**config.mk**
```make
export PLATFORM = sky130hd
export DESIGN_NAME = csv_line_to_can_command_flat
export DESIGN_NICKNAME = d
export VERILOG_FILES = /design/src/rtl/core/csvcan_pkg.sv /design/src/rtl/core/csvcan_if.sv /design/src/rtl/core/csvcan_field_parser.sv /design/src/rtl/core/csv_line_to_can_command.sv /design/src/flat_wrapper.sv
export SDC_FILE = /design/constraint.sdc
export NUM_CORES = 1
export LEC_CHECK = 0
export BUFFER_PORTS_ARGS = -buffer_cell sky130_fd_sc_hd__buf_2
export CELL_PAD_IN_SITES_DETAIL_PLACEMENT = 1
export CELL_PAD_IN_SITES_GLOBAL_PLACEMENT = 1
export CORE_UTILIZATION = 30
export CTS_CLUSTER_SIZE = 25
export DETAILED_ROUTE_END_ITERATION = 12
export HOLD_SLACK_MARGIN = 0.15
export MAX_ROUTING_LAYER = met4
export PLACE_DENSITY = 0.6
export SETUP_SLACK_MARGIN = 0.02
export SLEW_MARGIN = 20
export SYNTH_ARGS = -nofsm -noshare
export SYNTH_HDL_FRONTEND = slang
export SYNTH_SLANG_ARGS = --single-unit
```
**constraint.sdc**
```tcl
create_clock -name clk_i -period 3.9 [get_ports clk_i]
set_clock_uncertainty 0.05 [all_clocks]
set_input_delay 0.195 -clock clk_i [delete_from_list [all_inputs] [get_ports clk_i]]
set_output_delay 0.195 -clock clk_i [all_outputs]
set_load 0.02 [all_outputs]
```
**src/rtl/core/csvcan_pkg.sv**
```systemverilog
`timescale 1ns / 1ps
// ----------------------------------------------------------------------------
// csvcan_pkg
// Shared types and constants for the CSV line to CAN command block.
// ----------------------------------------------------------------------------
package csvcan_pkg;

  localparam int unsigned LineMax   = 63;
  localparam int unsigned CountW    = $clog2(LineMax + 1);
  localparam int unsigned NumFields = 4;
  localparam int unsigned FieldIdxW = 3;
  localparam int unsigned AccW      = 32;

  localparam logic [7:0] CharCr    = 8'h0D;
  localparam logic [7:0] CharLf    = 8'h0A;
  localparam logic [7:0] CharNul   = 8'h00;
  localparam logic [7:0] CharComma = 8'h2C;
  localparam logic [7:0] CharZero  = 8'h30;
  localparam logic [7:0] CharNine  = 8'h39;

  localparam logic [AccW-1:0] AngleMax = AccW'(180);
  localparam logic [AccW-1:0] ModeMax  = AccW'(3);

  localparam int unsigned IdentW   = 11;
  localparam int unsigned LenW     = 4;
  localparam int unsigned CfgIdxW  = 1;
  localparam int unsigned CfgDataW = 11;

  localparam logic [CfgIdxW-1:0] CfgFrameIdent = 1'b0;
  localparam logic [CfgIdxW-1:0] CfgFrameLen   = 1'b1;

  localparam logic [IdentW-1:0] FrameIdentRst = 11'h123;
  localparam logic [LenW-1:0]   FrameLenRst   = 4'h8;

  typedef logic [AccW-1:0] acc_t;

  typedef struct packed {
    acc_t [NumFields-1:0] acc;
    logic [CountW-1:0]    line_count;
    logic [FieldIdxW-1:0] field_index;
    logic                 stopped;
  } line_state_t;

endpackage

```
**src/rtl/core/csvcan_if.sv**
```systemverilog
`timescale 1ns / 1ps
// ----------------------------------------------------------------------------
// csvcan_byte_if / csvcan_cmd_if
// Valid/ready channels for received bytes and packed commands.
// ----------------------------------------------------------------------------
interface csvcan_byte_if;
  logic       valid;
  logic       ready;
  logic [7:0] rx_byte;

  modport source (output valid, output rx_byte, input ready);
  modport sink   (input valid, input rx_byte, output ready);
endinterface

interface csvcan_cmd_if;
  logic        valid;
  logic        ready;
  logic [5:0]  node_id;
  logic        enable_bit;
  logic [7:0]  angle_val;
  logic [1:0]  mode_val;
  logic [17:0] payload_word;
  logic [10:0] ident_out;
  logic [3:0]  length_out;

  modport source (output valid, output node_id, output enable_bit, output angle_val,
                  output mode_val, output payload_word, output ident_out,
                  output length_out, input ready);
  modport sink   (input valid, input node_id, input enable_bit, input angle_val,
                  input mode_val, input payload_word, input ident_out,
                  input length_out, output ready);
endinterface

```
**src/rtl/core/csvcan_field_parser.sv**
```systemverilog
`timescale 1ns / 1ps
// ----------------------------------------------------------------------------
// csvcan_field_parser
// Per-byte line state: decimal accumulators, field index, length, stop flag.
// ----------------------------------------------------------------------------
module csvcan_field_parser (
  input  logic                     clk_i,
  input  logic                     rst_ni,
  input  logic                     accept_i,
  input  logic [7:0]               rx_byte_i,
  output csvcan_pkg::line_state_t  state_o
);

  csvcan_pkg::line_state_t state_q, state_d;

  logic                              is_term;
  logic                              is_digit;
  logic [1:0]                        sel;
  csvcan_pkg::acc_t                  cur_acc;
  csvcan_pkg::acc_t                  acc_next;
  logic [csvcan_pkg::FieldIdxW-1:0]  idx_inc;

  assign is_term  = (rx_byte_i == csvcan_pkg::CharCr) || (rx_byte_i == csvcan_pkg::CharLf);
  assign is_digit = (rx_byte_i >= csvcan_pkg::CharZero) && (rx_byte_i <= csvcan_pkg::CharNine);
  assign sel      = state_q.field_index[1:0];
  assign cur_acc  = state_q.acc[sel];
  // value*10 as two shifts, wraps at the accumulator width
  assign acc_next = (cur_acc << 3) + (cur_acc << 1)
                  + csvcan_pkg::AccW'(rx_byte_i - csvcan_pkg::CharZero);
  assign idx_inc  = state_q.field_index + csvcan_pkg::FieldIdxW'(1);

  always_comb begin
    state_d = state_q;
    if (accept_i) begin
      if (is_term) begin
        state_d = '0;
      end else if (state_q.line_count < csvcan_pkg::CountW'(csvcan_pkg::LineMax)) begin
        state_d.line_count = state_q.line_count + csvcan_pkg::CountW'(1);
        if (!state_q.stopped &&
            (state_q.field_index < csvcan_pkg::FieldIdxW'(csvcan_pkg::NumFields))) begin
          if (rx_byte_i == csvcan_pkg::CharNul) begin
            state_d.stopped = 1'b1;
          end else if (is_digit) begin
            state_d.acc[sel] = acc_next;
          end else if (rx_byte_i == csvcan_pkg::CharComma) begin
            state_d.field_index = idx_inc;
            if (idx_inc >= csvcan_pkg::FieldIdxW'(csvcan_pkg::NumFields)) begin
              state_d.stopped = 1'b1;
            end
          end
        end
      end
    end
  end

  always_ff @(posedge clk_i or negedge rst_ni) begin
    if (!rst_ni) begin
      state_q <= '0;
    end else begin
      state_q <= state_d;
    end
  end

  assign state_o = state_q;

endmodule

```
**src/rtl/core/csv_line_to_can_command.sv**
```systemverilog
`timescale 1ns / 1ps
// ----------------------------------------------------------------------------
// csv_line_to_can_command
// Parses comma separated decimal text lines into packed CAN commands.
// ----------------------------------------------------------------------------
// Throughput: one byte per cycle while byte_in.ready is high; the multiply-by-ten update is a shift-add.
// A command appears in the cycle after the accepted CR or LF that ends a non-empty line.
// Every byte waits while the result register holds a command not yet taken.
// Reset clears line state and the result valid; frame_ident resets to 0x123
// and frame_len to 8.
module csv_line_to_can_command (
  input  logic                               clk_i,
  input  logic                               rst_ni,
  csvcan_byte_if.sink                        byte_in,
  csvcan_cmd_if.source                       cmd_out,
  input  logic                               cfg_we_i,
  input  logic [csvcan_pkg::CfgIdxW-1:0]     cfg_index_i,
  input  logic [csvcan_pkg::CfgDataW-1:0]    cfg_wdata_i
);

  logic [csvcan_pkg::IdentW-1:0] ident_q;
  logic [csvcan_pkg::LenW-1:0]   len_q;

  logic                    accept;
  logic                    is_term;
  logic                    emit;
  csvcan_pkg::line_state_t line_st;

  logic [5:0]       id_d;
  logic             en_d;
  csvcan_pkg::acc_t ang_clamp, mode_clamp;
  logic [7:0]       ang_d;
  logic [1:0]       mode_d;

  logic        out_valid_q;
  logic [5:0]  id_q;
  logic        en_q;
  logic [7:0]  ang_q;
  logic [1:0]  mode_q;
  logic [10:0] ident_out_q;
  logic [3:0]  len_out_q;

  // configuration registers
  always_ff @(posedge clk_i or negedge rst_ni) begin
    if (!rst_ni) begin
      ident_q <= csvcan_pkg::FrameIdentRst;
      len_q   <= csvcan_pkg::FrameLenRst;
    end else if (cfg_we_i) begin
      case (cfg_index_i)
        csvcan_pkg::CfgFrameIdent: ident_q <= cfg_wdata_i[csvcan_pkg::IdentW-1:0];
        csvcan_pkg::CfgFrameLen:   len_q   <= cfg_wdata_i[csvcan_pkg::LenW-1:0];
        default: ;
      endcase
    end
  end

  assign byte_in.ready = !out_valid_q || cmd_out.ready;
  assign accept  = byte_in.valid && byte_in.ready;
  assign is_term = (byte_in.rx_byte == csvcan_pkg::CharCr) ||
                   (byte_in.rx_byte == csvcan_pkg::CharLf);
  assign emit    = accept && is_term && (line_st.line_count != '0);

  csvcan_field_parser u_parser (
    .clk_i     (clk_i),
    .rst_ni    (rst_ni),
    .accept_i  (accept),
    .rx_byte_i (byte_in.rx_byte),
    .state_o   (line_st)
  );

  // signed clamp: only non-negative values above the limit are pulled down
  assign ang_clamp  = (!line_st.acc[2][csvcan_pkg::AccW-1] &&
                       (line_st.acc[2] > csvcan_pkg::AngleMax)) ?
                      csvcan_pkg::AngleMax : line_st.acc[2];
  assign mode_clamp = (!line_st.acc[3][csvcan_pkg::AccW-1] &&
                       (line_st.acc[3] > csvcan_pkg::ModeMax)) ?
                      csvcan_pkg::ModeMax : line_st.acc[3];
  assign id_d   = line_st.acc[0][5:0];
  assign en_d   = (line_st.acc[1] != '0);
  assign ang_d  = ang_clamp[7:0];
  assign mode_d = mode_clamp[1:0];

  always_ff @(posedge clk_i or negedge rst_ni) begin
    if (!rst_ni) begin
      out_valid_q <= 1'b0;
    end else if (emit) begin
      out_valid_q <= 1'b1;
    end else if (cmd_out.ready) begin
      out_valid_q <= 1'b0;
    end
  end

  always_ff @(posedge clk_i) begin
    if (emit) begin
      id_q        <= id_d;
      en_q        <= en_d;
      ang_q       <= ang_d;
      mode_q      <= mode_d;
      ident_out_q <= ident_q;
      len_out_q   <= len_q;
    end
  end

  assign cmd_out.valid        = out_valid_q;
  assign cmd_out.node_id      = id_q;
  assign cmd_out.enable_bit   = en_q;
  assign cmd_out.angle_val    = ang_q;
  assign cmd_out.mode_val     = mode_q;
  assign cmd_out.payload_word = {mode_q, ang_q, 1'b0, en_q, id_q};
  assign cmd_out.ident_out    = ident_out_q;
  assign cmd_out.length_out   = len_out_q;

  a_emit_valid : assert property (@(posedge clk_i) disable iff (!rst_ni)
    emit |=> out_valid_q)
    else $error("line end did not raise command valid");

  a_term_clears : assert property (@(posedge clk_i) disable iff (!rst_ni)
    (accept && is_term) |=> (line_st.line_count == '0) && (line_st.field_index == '0))
    else $error("line state not cleared after line end");

  a_count_max : assert property (@(posedge clk_i) disable iff (!rst_ni)
    line_st.line_count <= csvcan_pkg::CountW'(csvcan_pkg::LineMax))
    else $error("line count above limit");

  a_index_stop : assert property (@(posedge clk_i) disable iff (!rst_ni)
    (line_st.field_index >= csvcan_pkg::FieldIdxW'(csvcan_pkg::NumFields)) |-> line_st.stopped)
    else $error("field index past last field without stop");

endmodule
```
**src/flat_wrapper.sv**
```systemverilog
// flat-port wrapper written by rule: the top's interface ports become plain ports
module csv_line_to_can_command_flat 
  (clk_i, rst_ni, cfg_we_i, cfg_index_i, cfg_wdata_i, byte_in_valid, byte_in_rx_byte, byte_in_ready, cmd_out_valid, cmd_out_node_id, cmd_out_enable_bit, cmd_out_angle_val, cmd_out_mode_val, cmd_out_payload_word, cmd_out_ident_out, cmd_out_length_out, cmd_out_ready);
  csvcan_byte_if byte_in_i ();
  csvcan_cmd_if cmd_out_i ();
  input  logic clk_i;
  input  logic rst_ni;
  input  logic cfg_we_i;
  input  logic [csvcan_pkg::CfgIdxW-1:0] cfg_index_i;
  input  logic [csvcan_pkg::CfgDataW-1:0] cfg_wdata_i;
  input wire logic [$bits(byte_in_i.valid)-1:0] byte_in_valid;
  input wire logic [$bits(byte_in_i.rx_byte)-1:0] byte_in_rx_byte;
  output wire logic [$bits(byte_in_i.ready)-1:0] byte_in_ready;
  output wire logic [$bits(cmd_out_i.valid)-1:0] cmd_out_valid;
  output wire logic [$bits(cmd_out_i.node_id)-1:0] cmd_out_node_id;
  output wire logic [$bits(cmd_out_i.enable_bit)-1:0] cmd_out_enable_bit;
  output wire logic [$bits(cmd_out_i.angle_val)-1:0] cmd_out_angle_val;
  output wire logic [$bits(cmd_out_i.mode_val)-1:0] cmd_out_mode_val;
  output wire logic [$bits(cmd_out_i.payload_word)-1:0] cmd_out_payload_word;
  output wire logic [$bits(cmd_out_i.ident_out)-1:0] cmd_out_ident_out;
  output wire logic [$bits(cmd_out_i.length_out)-1:0] cmd_out_length_out;
  input wire logic [$bits(cmd_out_i.ready)-1:0] cmd_out_ready;
  assign byte_in_i.valid = byte_in_valid;
  assign byte_in_i.rx_byte = byte_in_rx_byte;
  assign byte_in_ready = byte_in_i.ready;
  assign cmd_out_valid = cmd_out_i.valid;
  assign cmd_out_node_id = cmd_out_i.node_id;
  assign cmd_out_enable_bit = cmd_out_i.enable_bit;
  assign cmd_out_angle_val = cmd_out_i.angle_val;
  assign cmd_out_mode_val = cmd_out_i.mode_val;
  assign cmd_out_payload_word = cmd_out_i.payload_word;
  assign cmd_out_ident_out = cmd_out_i.ident_out;
  assign cmd_out_length_out = cmd_out_i.length_out;
  assign cmd_out_i.ready = cmd_out_ready;
  csv_line_to_can_command u_core (.clk_i(clk_i), .rst_ni(rst_ni), .byte_in(byte_in_i), .cmd_out(cmd_out_i), .cfg_we_i(cfg_we_i), .cfg_index_i(cfg_index_i), .cfg_wdata_i(cfg_wdata_i));
endmodule
```
==> results_dict.tcl, run 1 <==
set metrics [dict create \
    ant_nets 0 \
    ys_seq_elements 185 \
    worst_pin_slew_ns 1.01 \
    die_area_sq_um 35900 \
    synth_cell_type_count 69 \
    cts_buffers 17 \
    slowest_stage "mux4_2" \
    slew_headroom_pct 32.4 \
    ys.flop_type "dfrtp_1" \
    drcViolationCount 0 \
    async_flop_share_pct 82.7 \
    worst-setup-path-type "flip-flop to flip-flop" \
    avgViaCountPerCell 5.38 \
    row_count 68 \
    ys_seq_area_share_pct 45.5 \
    synth_top_cell_by_area "dfrtp_1" \
    synth_cells 898 \
    hpwl_microns 23800 \
    worstPathCellList "buf_12 -> buf_12 -> mux4_2 -> fa_1 -> ha_1 -> a21o_1 -> a31o_2 -> o2111ai_2 -> nand4_1 -> buf_4 -> nor2b_4 -> xnor2_2 -> buf_4 -> o21ai_1" \
    synth_area_sq_um 10500 \
    clkTransAtPathRegs_ns 0.08 \
    slowest_delay_ns 0.55 \
    fin_ws_ns 0.119 \
    critPathArrivalTime_ns 4.09 \
    tritoncts_num_sinks 185 \
    p_per_area_nw_per_um2 383 \
    rsz0062_at_grt "true" \
    outcome "finished, final reports clean" \
    synth.top_cell.area_share_pct 35.2 \
    area_delta_synth_final_pct 25.1 \
    critPathLaunchType "flip-flop" \
    grt_pass1_vias 8663 \
    die_y_microns 189 \
    dp_slack_ns -0.172 \
    synth_most_common_cell "dfrtp_1" \
    final.period_utilization_pct 97.0 \
    wl_per_cell_microns 22.6 \
    drv_cap 0 \
    final_period_minus_worst_setup_slack_ns 3.78 \
    boundaryPins 77 \
    avgSynthCellArea_sq_um 11.7 \
    cts_max_level 4 \
    cts_tree "built" \
    via_count 8138 \
    design.core.area_sq_um 34500 \
    drive_above_1_share_pct 32.7 \
    totalWireLength_microns 34200 \
    finalSetupViolCount 0 \
    drt_pass1_iterations 4 \
    final_nets 1139 \
    n_antenna_cell 0 \
    grt_max_degree 92 \
    port_buffers 75 \
    leakagePower_nw 5.91 \
    yosysWarnings 0 \
    fillers 3747 \
    track_usage_pct 20.1 \
    clockBufferDepth 2 \
    synth_nets 992 \
    required_ns 4.21 \
    path_max_fanout 4 \
    drv_slew 0 \
    drtIter0Drc 584 \
    die_x_microns 189 \
    endpoint_kind "flip-flop" \
    max-vdd-ir-drop_mv 0.229 \
    synthTopCellsByArea "dfrtp_1 (35%), edfxtp_1 (9.1%), a22o_1 (7.1%)" \
    globalplace.congestion 0.859 \
    gr-total-overflow 0 \
    final.setup.tns_ns 0 \
    grt_pass1_wl_microns 53000 \
    synth_edf_count 32 \
    timing.fmax_mhz 264 \
    clock_latency_ns 0.46 \
    hold_violations 0 \
    grt_antenna_before_repair 0 \
    hold_path.class "input pin to flip-flop" \
    start_util_pct 30.5 \
    yosys-top-cells-count "dfrtp_1 (148), a22o_1 (85), nand2_1 (76), nor2_1 (47), a21oi_1 (42)" \
    cts_root_buffer "clkbuf_16" \
]
==> stage by stage <==
stage / hold WS, ns / total power, mW / area [sq um] / instances / utilization (%)
finish: 0.160 / 5.04 / 13200 / 1513 / 38.2
global route: 0.174 / 5.23 / 13200 / 1513 / 38.2
CTS: 0.150 / 4.98 / 12800 / 1505 / 37.0
detailed placement: 0.280 / 3.06 / 11800 / 1452 / 34.3
global placement: 0.292 / 3.04 / 11800 / 1452 / 34.3
floorplan: -0.151 / 2.68 / 10600 / 898 / -
==> worst paths after layout <==
path	startpoint	end	slack [ns]	cells after the start
hold / removal	cfg_we_i	u_core.len_q[3]	0.16	3
max in group asynchronous	rst_ni	u_core.u_parser.state_o[95]	2.62	3
min in group asynchronous	rst_ni	u_core.u_parser.state_o[5]	0.30	2
setup / recovery	u_core.u_parser.state_o[1]	u_core.u_parser.state_o[65]	0.12	14
hold reg to reg	u_core.ident_q[2]	u_core.cmd_out.ident_out[2]	0.40	0
setup reg to reg	u_core.u_parser.state_o[1]	u_core.u_parser.state_o[65]	0.12	14
==> placed cells by master, fill, tap and decap left out, types with 28 or more instances in the layout <==
cell type / n
dfrtp_1: 147
mux4_2: 31
a21oi_1: 32
nor2_1: 44
edfxtp_1: 32
a22o_1: 85
buf_2: 74
o21ai_1: 30
nand2_1: 74
fa_1: 28
buf_4: 94
==> repair_timing <==
item,4_1_cts,5_1_grt
hold buffers,15,0
endpoints found under the hold margin,107,0
buffers inserted,5,9
gates resized for setup,16,58
cloned,1,1
setup endpoints to repair,47,63
pin swaps,8,33
==> state kept, by name, summed over array words and instances, names as in the netlist, 2 cells and up <==
name	count
u_core.cmd_out.node_id	6
u_core.cmd_out.ident_out	11
u_core.ident_q	11
u_core.cmd_out.angle_val	8
u_core.len_q	4
u_core.cmd_out.length_out	4
u_core.u_parser.state_o	137
u_core.cmd_out.mode_val	2
==> cell families after synthesis <==
group	share of synthesized area [%]
compound gates	16.7
simple gates	10.7
flops	45.5
buf+inv	5.02
fa+ha+maj	10.3
mux	9.19
xor+xnor	2.58
other cells	0.0356
==> routing by layer <==
layer	wire length [microns]	vias up	global-route usage, %
met3	1040	37	2.69
met1	16000	4294	26.6
li1	-	3647	-
met5	0	-	-
met2	16600	160	32.2
met4	537	0	5.83
==> report_power, final <==
part	leakage [nW]	total, mW	switching, mW	internal [mW]
Sequential	2.39	2.10	0.0582	2.05
Combinational	3.21	1.05	0.584	0.465
Clock	0.306	1.89	0.947	0.942
Total	5.91	5.04	1.59	3.45
==> worst max-delay path, delay by kind of cell (launching register included) <==
family	cells	cell delay, ns
AOI/OAI and AO/OA	4	0.85
xor gates and xnor gates	1	0.13
adders and majority gates	2	0.82
buffers and inverters	4	0.59
DFF	1	0.42
muxes	1	0.55
and+or+nand+nor	2	0.26
==> layout make-up <==
| class | instances | area (sq um) | area share, % |
|---|---|---|---|
| Tap cell | 455 | 569 | 4.32 |
| Inverter | 24 | 90.1 | 0.684 |
| Timing Repair Buffer | 193 | 1400 | 10.7 |
| Clock inverter | 15 | 205 | 1.56 |
| Clock buffer | 17 | 425 | 3.23 |
| Multi-Input combinational cell | 624 | 5690 | 43.2 |
| Sequential cell | 185 | 4800 | 36.4 |
Note: power is estimated with default switching activity, not from simulation.
==> inputs of run 2 (changes only) <==
--- a/config.mk
+++ b/config.mk
@@ -13,7 +13,7 @@
 export DETAILED_ROUTE_END_ITERATION = 12
 export HOLD_SLACK_MARGIN = 0.15
 export MAX_ROUTING_LAYER = met4
-export PLACE_DENSITY = 0.6
+export PLACE_DENSITY = 0.58
 export SETUP_SLACK_MARGIN = 0.02
 export SLEW_MARGIN = 20
 export SYNTH_ARGS = -nofsm -noshare
==> constraint.sdc (replaced) <==
create_clock -name clk_i -period 4.2 [get_ports clk_i]
set_clock_uncertainty 0.05 [all_clocks]
set_input_delay 0.42 -clock clk_i [delete_from_list [all_inputs] [get_ports clk_i]]
set_output_delay 0.42 -clock clk_i [all_outputs]
set_load 0.02 [all_outputs]
==> run 2 against run 1 <==
Hold slack better by 0.011 ns. Final cell count is 5.2% lower. Power fell by 14%. Worst setup slack better by 0.045 ns. Global-route usage decreased by 0.72 points. Combinational power down 27%. Wire length down 6.2%. Clock power shrank 14%. Die area unchanged. Non-clock buffer count shrank 79. Critical path type unchanged. Critical endpoint is now u_core.u_parser.state_o[105]. Largest power group unchanged. Highest routed layer unchanged.
==> results_dict.tcl, run 2 (synthesized netlist as in run 1, its figures left out) <==
set metrics [dict create \
    outcome "finished, final reports clean" \
    hold_violations 0 \
    r2r_setup_slack_ns 0.16 \
    tritoncts_num_sinks 185 \
    die_y_microns 189 \
    grt_pass1_vias 8299 \
    max-vdd-ir-drop_mv 0.283 \
    leakagePower_nw 5.46 \
    final_common_cell "dfrtp_1" \
    hpwl_microns 22900 \
    final_period_minus_worst_setup_slack_ns 4.04 \
    n_antenna_cell 0 \
    drcViolationCount 0 \
    cts_root_buffer "clkbuf_16" \
    rsz0062_at_grt "true" \
    timing.fmax_mhz 248 \
    final_cell_mix "dfrtp_1 (147), a22o_1 (85), nand2_1 (76)" \
    start_util_pct 30.5 \
    drv_cap 0 \
    drive_above_1_share_pct 23.1 \
    required_ns 4.47 \
    final_nets 1060 \
    grt_max_degree 97 \
    grt_antenna_before_repair 0 \
    area_delta_synth_final_pct 15.1 \
    drtIter0Drc 642 \
    slew_headroom_pct 30.5 \
    path_max_fanout 8 \
    die_area_sq_um 35900 \
    grt_pass1_wl_microns 51100 \
    drt_pass1_iterations 5 \
    cts_tree "built" \
    cts_max_level 4 \
    dp_cells 1393 \
    gr-total-overflow 0 \
    drv_slew 0 \
    fillers 3751 \
    largest_reg_flops 137 \
    critPathLaunchType "flip-flop" \
    hold_path.class "input pin to flip-flop" \
    port_buffers 75 \
    critPathArrivalTime_ns 4.30 \
    die_x_microns 189 \
    clockBufferDepth 2 \
    clock_latency_ns 0.46 \
    p_per_area_nw_per_um2 359 \
    totalWireLength_microns 32000 \
    worst_pin_slew_ns 1.03 \
    ff_latch_area_sq_um 4800 \
    avgViaCountPerCell 5.44 \
    row_count 68 \
    wl_per_cell_microns 22.3 \
    final.period_utilization_pct 96.1 \
    design.core.area_sq_um 34500 \
    worst-setup-path-type "flip-flop to flip-flop" \
    via_count 7801 \
    clkTransAtPathRegs_ns 0.08 \
    endpoint_kind "flip-flop" \
    track_usage_pct 19.4 \
    finalSetupViolCount 0 \
    boundaryPins 77 \
    cts_buffers 17 \
    ant_nets 0 \
    fin_cells 1434 \
    multiInputGateArea_sq_um 5310 \
    power.total_mw 4.35 \
    globalplace.congestion 0.844 \
]
[run 2: changes by cell type in the layout (fill, tap and decap cells not counted), sizes merged]
cell	previous run	this run
bufinv	1	0
buf	177	107
dlygate4sd3	15	7
inv	33	31
clkinvlp	0	2
[run 2: per-stage QoR]
stage	hold slack [ns]	cell area [sq um]	setup TNS, ns	setup WS [ns]	utilization, %
after CTS	0.158	12100	0	0.0507	35.0
after detailed placement	0.381	11400	-0.283	-0.0644	33.0
after global placement	0.372	11400	-0.00977	-0.00523	33.0
after global routing	0.165	12100	-0.0137	-0.00484	35.1
after floorplan	0.0744	10600	0	0.0311	-
final	0.171	12100	0	0.164	35.1
[run 2: what timing repair did]
action / CTS / global route
endpoints found under the setup margin: 12 / 43
pin swaps: 1 / 1
hold endpoints to repair: 96 / 0
resized for setup: 2 / 7
buffers inserted: 1 / 1
hold buffers: 7 / 0
[run 2: area by class of cell]
type,instances,share of cell area [%]
Clock buffer,18,3.54
Clock inverter,14,1.38
Inverter,24,0.743
Multi-Input combinational cell,624,43.8
Sequential cell,185,39.6
Tap cell,455,4.70
Timing Repair Buffer,114,6.25
[run 2: final timing paths]
path,start,end,depth (start not counted)
max in group asynchronous,rst_ni,u_core.u_parser.state_o[96],3
max reg2reg,u_core.u_parser.state_o[1],u_core.u_parser.state_o[105],11
max,u_core.u_parser.state_o[1],u_core.u_parser.state_o[105],11
min in group asynchronous,rst_ni,u_core.u_parser.state_o[5],2
min reg2reg,u_core.ident_q[2],u_core.cmd_out.ident_out[2],0
min,cfg_wdata_i[3],u_core.ident_q[3],2
[run 2: power breakdown]
part	leakage [nW]	internal (mW)	total, mW	switching (mW)
sequential	2.39	1.90	1.95	0.0536
combinational	2.78	0.293	0.768	0.475
clock	0.283	0.804	1.63	0.823
[run 2: worst max-delay path: stages (launching register included)]
cell	delay (ns)
dfrtp_4	0.55
mux4_2	0.62
fa_1	0.50
ha_1	0.38
a21o_1	0.23
a31o_1	0.25
o2111ai_1	0.37
nand4_1	0.13
buf_4	0.18
a31oi_1	0.26
xnor2_1	0.27
o21ai_1	0.11
[run 2: per-layer routing]
metal  track usage, %  vias to the layer above  share of wire (%)
met4             5.55                        0                1.7
met2             30.2                      158                 48
met1             26.3                     4118                 47
li1                 -                     3496                  -
met3             2.65                       29                3.4
met5                -                        -                  0
==> inputs of run 3 (changes only) <==
--- a/config.mk
+++ b/config.mk
@@ -9,12 +9,13 @@
 export CELL_PAD_IN_SITES_DETAIL_PLACEMENT = 1
 export CELL_PAD_IN_SITES_GLOBAL_PLACEMENT = 1
 export CORE_UTILIZATION = 30
+export CTS_BUF_LIST = sky130_fd_sc_hd__clkbuf_8
 export CTS_CLUSTER_SIZE = 25
 export DETAILED_ROUTE_END_ITERATION = 12
 export HOLD_SLACK_MARGIN = 0.15
 export MAX_ROUTING_LAYER = met4
 export PLACE_DENSITY = 0.58
-export SETUP_SLACK_MARGIN = 0.02
+export SETUP_SLACK_MARGIN = 0.1
 export SLEW_MARGIN = 20
 export SYNTH_ARGS = -nofsm -noshare
 export SYNTH_HDL_FRONTEND = slang
==> run 3 against run 2 <==
Design area down 0.69%. Sequential cell count is the same. Fmax is 2.5% higher. Combinational power about the same. Wire length decreased by 1.2%. Critical path type unchanged. Largest cell class unchanged. Highest routed layer unchanged.
==> results_dict.tcl, run 3 (synthesized netlist as in run 1, its figures left out) <==
set metrics [dict create \
    outcome "finished, final reports clean" \
    wl_per_cell_microns 22.0 \
    critPathArrivalTime_ns 4.29 \
    final_period_minus_worst_setup_slack_ns 3.94 \
    drive_above_1_share_pct 23.8 \
    drt_pass1_iterations 5 \
    ant_nets 0 \
    die_x_microns 189 \
    clkTransAtPathRegs_ns 0.13 \
    globalplace.congestion 0.874 \
    slew_headroom_pct 34.5 \
    area_delta_synth_final_pct 14.3 \
    hpwl_microns 22600 \
    fillers 3838 \
    final_nets 1064 \
    timing.fmax_mhz 254 \
    die_y_microns 189 \
    required_ns 4.55 \
    grt_max_degree 99 \
    grt_antenna_before_repair 0 \
    postPlaceCellArea_sq_um 11400 \
    fin_area_sq_um 12000 \
    clock_latency_ns 0.51 \
    cts_tree "built" \
    final_util_pct 34.9 \
    dp_cells 1389 \
    design.core.area_sq_um 34500 \
    track_usage_pct 18.9 \
    drtIter0Drc 482 \
    tritoncts_num_sinks 185 \
    drv_cap 0 \
    gr-total-overflow 0 \
    via_count 7809 \
    port_buffers 75 \
    clockBufferDepth 2 \
    final.period_utilization_pct 93.7 \
    boundaryPins 77 \
    finalSetupViolCount 0 \
    avgViaCountPerCell 5.43 \
    p_per_area_nw_per_um2 332 \
    grt_pass1_vias 8136 \
    cts_buffers 17 \
    cts_max_level 4 \
    row_count 68 \
    n_antenna_cell 0 \
    max-vdd-ir-drop_mv 0.190 \
    holdWs_ns 0.170 \
    die_area_sq_um 35900 \
    hold_violations 0 \
    totalWireLength_microns 31700 \
    fin_cells 1438 \
    hold_path.class "input pin to flip-flop" \
    final_cell_mix "dfrtp_1 (147), a22o_1 (85), nand2_1 (76)" \
    worst-setup-path-type "flip-flop to flip-flop" \
    worst_pin_slew_ns 0.982 \
    endpoint_kind "flip-flop" \
    ff_latch_area_sq_um 4800 \
    multiInputGateArea_sq_um 5360 \
    grt_pass1_wl_microns 49900 \
    cts_root_buffer "clkbuf_8" \
    rsz0062_at_grt "true" \
    critPathLaunchType "flip-flop" \
    path_max_fanout 27 \
    leakagePower_nw 5.38 \
    largest_reg_flops 137 \
    drv_slew 0 \
    start_util_pct 30.5 \
    final.setup.tns_ns 0 \
    final_common_cell "dfrtp_1" \
    drcViolationCount 0 \
]
[run 3: cell types whose count changed in the layout (fill, tap and decap cells not counted), sizes merged]
cell | previous run | this run
clkinvlp | 2 | 0
clkinv | 5 | 7
clkbuf | 18 | 17
buf | 107 | 106
dlygate4sd3 | 7 | 12
inv | 31 | 32
[run 3: cell type report]
class | instances | area share, %
Inverter | 24 | 0.748
Tap cell | 455 | 4.73
Timing Repair Buffer | 118 | 6.62
Clock inverter | 15 | 1.58
Clock buffer | 17 | 1.94
Multi-Input combinational cell | 624 | 44.5
Sequential cell | 185 | 39.8
[run 3: worst max-delay path, stage by stage (launching register included)]
cell	delay, ns
dfrtp_1	0.62
buf_12	0.26
mux4_2	0.39
fa_1	0.59
ha_4	0.25
a21o_1	0.21
o21bai_1	0.20
nor3_1	0.26
nand4_1	0.27
a21oi_1	0.31
xnor2_2	0.16
a22o_1	0.23
[run 3: worst paths after layout]
path,slack [ns],depth (start not counted),end,startpoint
max,0.26,11,u_core.u_parser.state_o[37],u_core.u_parser.state_o[2]
min,0.17,3,u_core.cmd_out.valid,cmd_out_ready
max reg2reg,0.26,11,u_core.u_parser.state_o[37],u_core.u_parser.state_o[2]
min reg2reg,0.41,0,u_core.cmd_out.ident_out[6],u_core.ident_q[6]
max in group asynchronous,2.74,3,u_core.u_parser.state_o[95],rst_ni
min in group asynchronous,0.48,2,u_core.u_parser.state_o[7],rst_ni
[run 3: metal layers]
layer	wire, microns	global-route usage, %	part of all wire, %
met1	15000	25.7	47
met2	14900	29.5	47
met3	1110	2.41	3.5
met4	642	5.37	2.0
met5	0	-	0
[run 3: metrics by stage]
stage | setup WS, ns | total power [mW]
floorplan | 0.100 | 2.49
global placement | 0.0804 | 2.71
detailed placement | -0.0287 | 2.73
CTS | 0.123 | 4.02
global route | 0.0930 | 4.20
finish | 0.263 | 3.99
[run 3: timing repair]
item | 4_1_cts | 5_1_grt
buffers inserted | 2 | 3
endpoints found under the hold margin | 107 | 0
hold buffers | 12 | 0
setup endpoints to repair | 34 | 55
resized for setup | 2 | 14
pin swaps | 0 | 6
[run 3: power by group]
group / internal (mW) / leakage, nW / switching (mW) / total (mW)
clock network: 0.467 / 0.211 / 0.804 / 1.27
registers: 1.90 / 2.39 / 0.0522 / 1.95
logic: 0.292 / 2.78 / 0.478 / 0.769
